File: src/design/aff2d_pkg.sv
package aff2d_pkg;

  // Angle reduction runs on Q2.30 values held in 35 bits
  localparam int WRAP_W = 35;
  localparam int ATAN_ENTRIES = 30;

  localparam logic signed [WRAP_W-1:0] TWO_PI_Q30  = 35'sd6746518852;
  localparam logic signed [WRAP_W-1:0] PI_Q30      = 35'sd3373259426;
  localparam logic signed [WRAP_W-1:0] HALF_PI_Q30 = 35'sd1686629713;
  localparam logic signed [31:0]       CORDIC_GAIN_Q30 = 32'sd652032874;

  localparam logic signed [63:0] RND_Q30 = 64'sd536870912;
  localparam logic signed [63:0] RND_Q16 = 64'sd32768;
  localparam logic signed [63:0] SAT_MAX = 64'sd2147483647;
  localparam logic signed [63:0] SAT_MIN = -64'sd2147483648;

  // atan(2^-i), Q2.30
  localparam logic [31:0] ATAN_Q30 [ATAN_ENTRIES] = '{
    32'h3243F6A8, 32'h1DAC6705, 32'h0FADBAFC, 32'h07F56EA6, 32'h03FEAB76,
    32'h01FFD55B, 32'h00FFFAAA, 32'h007FFF55, 32'h003FFFEA, 32'h001FFFFD,
    32'h000FFFFF, 32'h0007FFFF, 32'h0003FFFF, 32'h0001FFFF, 32'h0000FFFF,
    32'h00007FFF, 32'h00003FFF, 32'h00001FFF, 32'h00000FFF, 32'h000007FF,
    32'h000003FF, 32'h000001FF, 32'h000000FF, 32'h0000007F, 32'h0000003F,
    32'h0000001F, 32'h0000000F, 32'h00000008, 32'h00000004, 32'h00000002
  };

  typedef logic signed [31:0] word_t;

  // Fields that ride along the pipeline untouched
  typedef struct packed {
    word_t pos_x;
    word_t pos_y;
    word_t pos_z;
    word_t scale_x;
    word_t scale_y;
    word_t origin_x;
    word_t origin_y;
  } side_t;

  // One rotator stage
  typedef struct packed {
    logic  vld;
    logic  neg;
    word_t x;
    word_t y;
    word_t z;
    side_t side;
  } rot_t;

  typedef struct packed {
    logic  vld;
    word_t m00;
    word_t m01;
    word_t m10;
    word_t m11;
    word_t trans_x;
    word_t trans_y;
    word_t trans_z;
  } res_t;

  function automatic word_t sat32(input logic signed [63:0] v);
    word_t r;
    if (v > SAT_MAX) begin
      r = 32'sh7FFFFFFF;
    end else if (v < SAT_MIN) begin
      r = 32'sh80000000;
    end else begin
      r = v[31:0];
    end
    return r;
  endfunction

endpackage

File: src/design/aff2d_cordic_cell.sv
// One CORDIC rotation step, registered.
module aff2d_cordic_cell #(
  parameter int unsigned SHIFT = 0
) (
  input  logic            clk,
  input  logic            rst,
  input  logic            en,
  input  aff2d_pkg::rot_t d,
  output aff2d_pkg::rot_t q
);

  localparam logic signed [31:0] ATAN = aff2d_pkg::ATAN_Q30[SHIFT];

  aff2d_pkg::rot_t q_next;
  logic signed [31:0] dx, dy;

  assign dx = $signed(d.y) >>> SHIFT;
  assign dy = $signed(d.x) >>> SHIFT;

  always_comb begin
    q_next = d;
    if (!d.z[31]) begin
      q_next.x = $signed(d.x) - dx;
      q_next.y = $signed(d.y) + dy;
      q_next.z = $signed(d.z) - ATAN;
    end else begin
      q_next.x = $signed(d.x) + dx;
      q_next.y = $signed(d.y) - dy;
      q_next.z = $signed(d.z) + ATAN;
    end
  end

  always_ff @(posedge clk) begin
    if (rst) begin
      q.vld <= 1'b0;
    end else if (en) begin
      q <= q_next;
    end
  end

endmodule

File: config.mk
export PLATFORM = sky130hd
export DESIGN_NAME = aff2d_cordic_cell
export DESIGN_NICKNAME = d
export VERILOG_FILES = /design/src/design/aff2d_pkg.sv /design/src/design/aff2d_cordic_cell.sv
export SDC_FILE = /design/constraint.sdc
export NUM_CORES = 1
export LEC_CHECK = 0
export BUFFER_PORTS_ARGS = -buffer_cell sky130_fd_sc_hd__buf_2
export CORE_AREA = 4 4 247 249
export DETAILED_ROUTE_END_ITERATION = 8
export DIE_AREA = 0 0 251 253
export PLACE_DENSITY = 0.56
export SLEW_MARGIN = 10
export SYNTH_ARGS = -nofsm -noshare
export SYNTH_HDL_FRONTEND = slang
export SYNTH_SLANG_ARGS = --single-unit
File: constraint.sdc
create_clock -name clk -period 20.9 [get_ports clk]
set_input_delay 1.045 -clock clk [delete_from_list [all_inputs] [get_ports clk]]
set_output_delay 1.045 -clock clk [all_outputs]
set_load 0.02 [all_outputs]
==> results.cfg, run 1 <==
[outcome]
outcome = finished, final reports clean

[logic_synthesis]
synthesis.nets = 1767
netlist_area_um2 = 16300
synth_edf_count = 320
async_flop_share = 0
avgSynthCellArea_um2 = 12.4
synth_flop_cell = edfxtp_1
synth_seq_cells = 321
synth_top_area_share = 0.589
synth_cell_type_count = 81
synthTopCellsByArea = edfxtp_1 59%, ha_1 9.3%, xnor2_1 3.9%
yosys.area.top_type = edfxtp_1
synth.most_common_cell = edfxtp_1
ys_warn_count = 0
synth_common_cells = 320 x edfxtp_1, 124 x a21oi_1, 121 x ha_1, 110 x inv_1, 107 x nor2_1
synth-seq-area-share = 0.590
synthCells = 1317

[final_layout]
area_growth_pct = 33.1
largest_registers = q (321)
largest_register_ffs = 321
regMostFlops = q
layout-drive-gt1-share = 0.371
finish.utilization = 0.370
nets = 2419

[setup_path]
critical_path_class = primary input to register
cpPeakStageDelay_ns = 0.86
r2r_slack_ns = 20.29
cp_max_fo = 30
crit_slowest_cell = clkinv_1
critPathLaunchType = primary input
critPathArrivalTime_ns = 4.87
cp_cell_sequence = buf_4 > clkinv_1 > ha_1 > a21oi_1 > a31oi_1 > a221o_1 > and2_1 > a311oi_2 > o21bai_1 > xor2_1
r2r_cells = 2
critical_path_required_ns = 21.20
endpoint_kind = register

[clock_network]
htreeDepth = 2
numCtsBuffers = 40
clk_latency_ns = 0.55
clk_pin_slew_ns = 0.06
post-cts-setup-buffers = 0
cts_root_buf = clkbuf_16
ctsHoldBuffers = 0
tritoncts = yes
cts.sinks = 321
cts_resized = 0
clockBufferDepth = 3

[power_and_ir_drop]
clkPwrFrac = 0.367
power_density_nw_per_um2 = 87.1
p_comb_frac = 0.214
ir_drop_mv = 0.0640
cellLeakagePower_uw = 0.00933
p_int_uw = 1330
seq_power_share = 0.419
power.switching_uw = 563
swShare = 0.298

[global_routing]
grt_pass1_vias = 13400
grt_overflow = 0
grt_use_total = 0.215
grt_first_pass_wirelength_um = 98200
grt_max_degree = 74
antenna_found_initial = 42

[route]
met1_length_um = 26400
wl_met3_um = 7320
wl_per_cell_um = 26.0
firstDrtPassIters = 5
ant_nets = 0
wirelength_um = 72300
drc_errors = 0
vias_per_cell = 4.84
highest_layer = met5
drt_iter0_drc = 940
dr_wl_met2_um = 34900
vias = 13500

[placement]
dp_hpwl_um = 59600
gp_congestion = 0.943
io_buffers = 646

[floorplanning]
design.core.area_um2 = 58700
pin_count = 647
die_y_um = 253
die_w_um = 251
dieArea_um2 = 63500
initial_core_util = 0.278
rows = 89

[sta]
rsz0062_at_grt = no
fmax_ghz = 0.219
setup_viol = 0
slew_viol_final = 0
clock_skew_ns = 0
max_slew_margin = 0.322
hold_violations = 0
fin_crit_sh = 0.219
tightestPinTransition_ns = 1.02
finalSetupTns_ns = 0
fin_crit_ns = 4.57

[flow_run]
cap_violations = 0

[hold_path]
hold_class = register to register
whs_path_depth = 2
[cell families after synthesis]
family / count (synthesis) / synth area share
XOR/XNOR: 86 / 0.0461
buffers and inverters: 156 / 0.0386
adder cells (fa/ha/maj): 125 / 0.0977
flip-flops: 321 / 0.590
AO/OA/AOI/OAI: 346 / 0.142
AND/OR/NAND/NOR: 266 / 0.0753
multiplexers: 17 / 0.0104
[area by class of cell]
type,count,area [um^2]
Fill cell,5819,37000
Sequential cell,321,9630
Multi-Input combinational cell,840,6070
Timing Repair Buffer,653,3290
Clock buffer,44,1020
Tap cell,773,967
Inverter,113,424
Clock inverter,28,288
Antenna cell,15,37.5
[worst max-delay path, delay by kind of cell]
family | cells | cell delay (ns)
compound gates | 5 | 1.51
xor+xnor | 1 | 0.15
fa+ha+maj | 1 | 0.71
buf+inv | 2 | 1.18
simple gates | 1 | 0.23
[metrics by stage]
stage | hold slack (ns) | total power (uW) | worst slack, ns | instances | instance area [um^2]
finish | 0.529 | 1890 | 16.33 | 2787 | 21700
detailed placement | 0.509 | 1210 | 15.78 | 2700 | 20400
global route | 0.601 | 1980 | 16.04 | 2774 | 21700
CTS | 0.526 | 1920 | 16.37 | 2772 | 21700
global placement | 0.487 | 1210 | 15.89 | 2700 | 20400
floorplan | 0.579 | 1060 | 4.67 | 1317 | 16300
[per-layer routing]
| layer | track usage | vias to the layer above |
|---|---|---|
| li1 | - | 6165 |
| met4 | 0.0956 | 40 |
| met3 | 0.0909 | 147 |
| met1 | 0.238 | 6553 |
| met5 | 0 | - |
| met2 | 0.361 | 587 |
[cells in the final DEF, fill, tap and decap left out, types with 5 or more instances in the layout]
cell type    n
nor2_1     107
o21bai_1    24
buf_4        8
nand2_1     67
nand2b_1     5
ha_1       121
o221ai_1    10
and3_1       7
clkbuf_16   40
o31ai_1      5
nor4_1       6
a21o_1      26
xnor2_1     73
diode_2     15
mux2i_1     17
and2_1       6
nor3_1      20
a31oi_1     10
a211oi_1    17
nand3_1     14
buf_2      645
clkinv_2    11
clkinv_1     9
o21ai_0     51
nor2b_1      7
o21ai_1      8
a21oi_1    124
xor2_1      13
inv_1      109
nand4_1     11
o21a_1      13
bufinv_16    5
edfxtp_1   320
[worst paths after layout]
| path | start | end |
|---|---|---|
| worst max-delay path | d[255] | q[251] |
| worst min-delay path | q[321] | q[321] |
| worst max register to register | q[321] | q[321] |
| worst min register to register | q[321] | q[321] |
[power by group through the flow]
| stage | combinational, uW | clock [uW] | sequential (uW) |
|---|---|---|---|
| final | 404 | 694 | 793 |
| after detailed placement | 406 | 0 | 805 |
| after floorplan | 176 | 0 | 883 |
| after global placement | 405 | 0 | 805 |
| after CTS | 408 | 717 | 794 |
| after global routing | 435 | 746 | 797 |
Power figures use the tool's default switching activity.
==> inputs of run 2 (changes only) <==
--- a/config.mk
+++ b/config.mk
@@ -5,11 +5,12 @@
 export SDC_FILE = /design/constraint.sdc
 export NUM_CORES = 1
 export LEC_CHECK = 0
+export ABC_AREA = 1
 export BUFFER_PORTS_ARGS = -buffer_cell sky130_fd_sc_hd__buf_2
-export CORE_AREA = 4 4 247 249
+export CORE_AREA = 4 4 249 251
 export DETAILED_ROUTE_END_ITERATION = 8
-export DIE_AREA = 0 0 251 253
-export PLACE_DENSITY = 0.56
+export DIE_AREA = 0 0 253 255
+export PLACE_DENSITY = 0.61
 export SLEW_MARGIN = 10
 export SYNTH_ARGS = -nofsm -noshare
 export SYNTH_HDL_FRONTEND = slang
==> constraint.sdc (replaced) <==
create_clock -name clk -period 3.9 [get_ports clk]
set_input_delay 0.195 -clock clk [delete_from_list [all_inputs] [get_ports clk]]
set_output_delay 0.195 -clock clk [all_outputs]
set_load 0.02 [all_outputs]
==> run 2 against run 1 <==
Against the previous run: total power grew to 5.5 times the previous value; critical path type unchanged; critical endpoint is now q[248]; highest routed layer unchanged; global-route usage grew 2.0 points; first-iteration DRC count grew 41%; critical path depth is the same.
==> results.cfg, run 2 <==
[outcome]
outcome = finished, final reports clean

[final_layout]
nFillCells = 5856
largest_register_ffs = 321
nets = 3500
regMostFlops = q
largest_registers = q (321)
area_growth_pct = 40.5
regArea_um2 = 9630
final_area_um2 = 26300
layout_commonest_cell = nand2_1
layout-drive-gt1-share = 0.238
layout_common_cells = 705 x nand2_1, 646 x buf_2, 362 x inv_1
multi_input_area_um2 = 7480

[setup_path]
r2r_cells = 3
r2r_slack_ns = 2.80
r2r-end = q[321]
critical_path_required_ns = 4.24
crit_path_start = d[255]
crit_end = q[248]
endpoint_kind = register
critical_path_class = primary input to register
critPathArrivalTime_ns = 2.34
r2r_start = q[321]
critPathLaunchType = primary input
cp_max_fo = 17

[logic_synthesis]
synthTopCellsByArea = edfxtp_1 51%, nand2_1 14%, ha_1 8.1%
synth_edf_count = 320
synth_cell_type_count = 35
synth_flop_cell = edfxtp_1
synth-seq-area-share = 0.514
synthSimpleGateAreaFrac = 0.235
synthMuxAreaShare = 0
synth_top_family_by_area = simple AND/OR/NAND/NOR gates
synth_fa_ha_area_frac = 0.0850
avgSynthCellArea_um2 = 8.65
synth_top_area_share = 0.513
synth_seq_cells = 321
synth_xor_area_frac = 0.0215
synthesis.nets = 2618
async_flop_share = 0
netlist_area_um2 = 18700
synth.most_common_cell = nand2_1
yosys.area.top_type = edfxtp_1
synthCells = 2168
synth-compound-area-share = 0.0574
synth_common_cells = 705 x nand2_1, 364 x inv_1, 320 x edfxtp_1, 167 x nand3_1, 136 x nor2_1
ys_warn_count = 0

[floorplanning]
initial_core_util = 0.313
dieArea_um2 = 64500
pin_count = 647
design.core.area_um2 = 59900
die_w_um = 253
die_y_um = 255
rows = 90

[sta]
max_slew_margin = 0.474
hold-worst-slack_ns = 0.0505
tightestPinTransition_ns = 0.790
fin_crit_sh = 0.513
rsz0062_at_grt = no
slew_viol_final = 0
clock_skew_ns = 0
setup_ws_ns = 1.90
hold_violations = 0
setup_viol = 0
fin_crit_ns = 2.00
fmax_ghz = 0.500
finalSetupTns_ns = 0

[clock_network]
htreeDepth = 2
clk_latency_ns = 0.55
numCtsBuffers = 37
cts_root_buf = clkbuf_16
post-cts-setup-buffers = 0
clockBufferDepth = 3
tritoncts = yes
clk_pin_slew_ns = 0.06
cts.sinks = 321

[global_routing]
grt_max_degree = 86
grt_pass1_vias = 18000
grt_first_pass_wirelength_um = 113000
antenna_found_initial = 21
grt_use_total = 0.234
grt_overflow = 0

[placement]
pre_cts_ws_ns = 1.38
place_area_um2 = 22800
dp_hpwl_um = 63300
io_buffers = 646
gp_congestion = 0.941

[route]
wl_per_cell_um = 20.6
wirelength_um = 79600
firstDrtPassIters = 5
drt_iter0_drc = 1330
vias = 18100
ant_nets = 0
vias_per_cell = 4.68
drc_errors = 0

[power_and_ir_drop]
ir_drop_mv = 0.330
cellLeakagePower_uw = 0.0129
power_density_nw_per_um2 = 393

[hold_path]
hold_class = primary input to register

[flow_run]
cap_violations = 0
run 2: critical path: stages:
cell and delay (ns):
buf_2 0.35, inv_2 0.25, ha_1 0.42, nand2_1 0.11
nor2_1 0.17, inv_1 0.07, nor3_1 0.21, nand4_1 0.13
nand3_1 0.13, xor2_1 0.29
run 2: cell type report:
type	count	area share
Sequential cell	321	0.366
Multi-Input combinational cell	1441	0.284
Timing Repair Buffer	885	0.214
Inverter	364	0.0524
Tap cell	782	0.0372
Clock buffer	43	0.0368
Clock inverter	23	0.00893
Antenna cell	6	0.000570
run 2: what timing repair did:
action	in CTS	in global routing
gates resized for setup	0	0
hold endpoints to repair	229	0
hold buffers	230	0
run 2: power by group:
part	internal, uW	total (uW)	switching [uW]
combinational	883	2590	1710
clock	2010	3530	1520
sequential	4130	4220	90.8
run 2: per-stage QoR:
step	power, uW	instances	util
5_1_grt	10800	3863	0.439
4_1_cts	10500	3859	0.439
3_3_place_gp	6660	3563	0.381
6_report	10300	3865	0.440
3_5_place_dp	6660	3563	0.381
2_1_floorplan	5740	2168	-
run 2: cell families (layout without fill, tap and decap cells):
logic type	count (synthesis)	count (layout)
adder cells (fa/ha/maj)	125	125
AO/OA/AOI/OAI	198	198
buffers and inverters	406	1315
flip-flops	321	321
AND/OR/NAND/NOR	1072	1072
XOR/XNOR	46	46
other	0	6
run 2: how the worst min path moves through the flow:
stage	from	to	slack, ns	cells past startpoint
floorplan	rst	q[321]	0.26	1
global placement	d[172]	q[172]	0.37	1
detailed placement	d[199]	q[199]	0.37	1
CTS	d[288]	q[256]	0.01	3
global route	d[288]	q[256]	0.04	3
finish	d[227]	q[227]	0.05	2
run 2: routing by layer:
layer / track usage / share of wire / vias to the layer above
li1: - / - / 8783
met1: 0.274 / 0.39 / 8419
met2: 0.415 / 0.49 / 706
met3: 0.0430 / 0.066 / 172
met4: 0.115 / 0.057 / 8
met5: 0 / 0.00068 / -
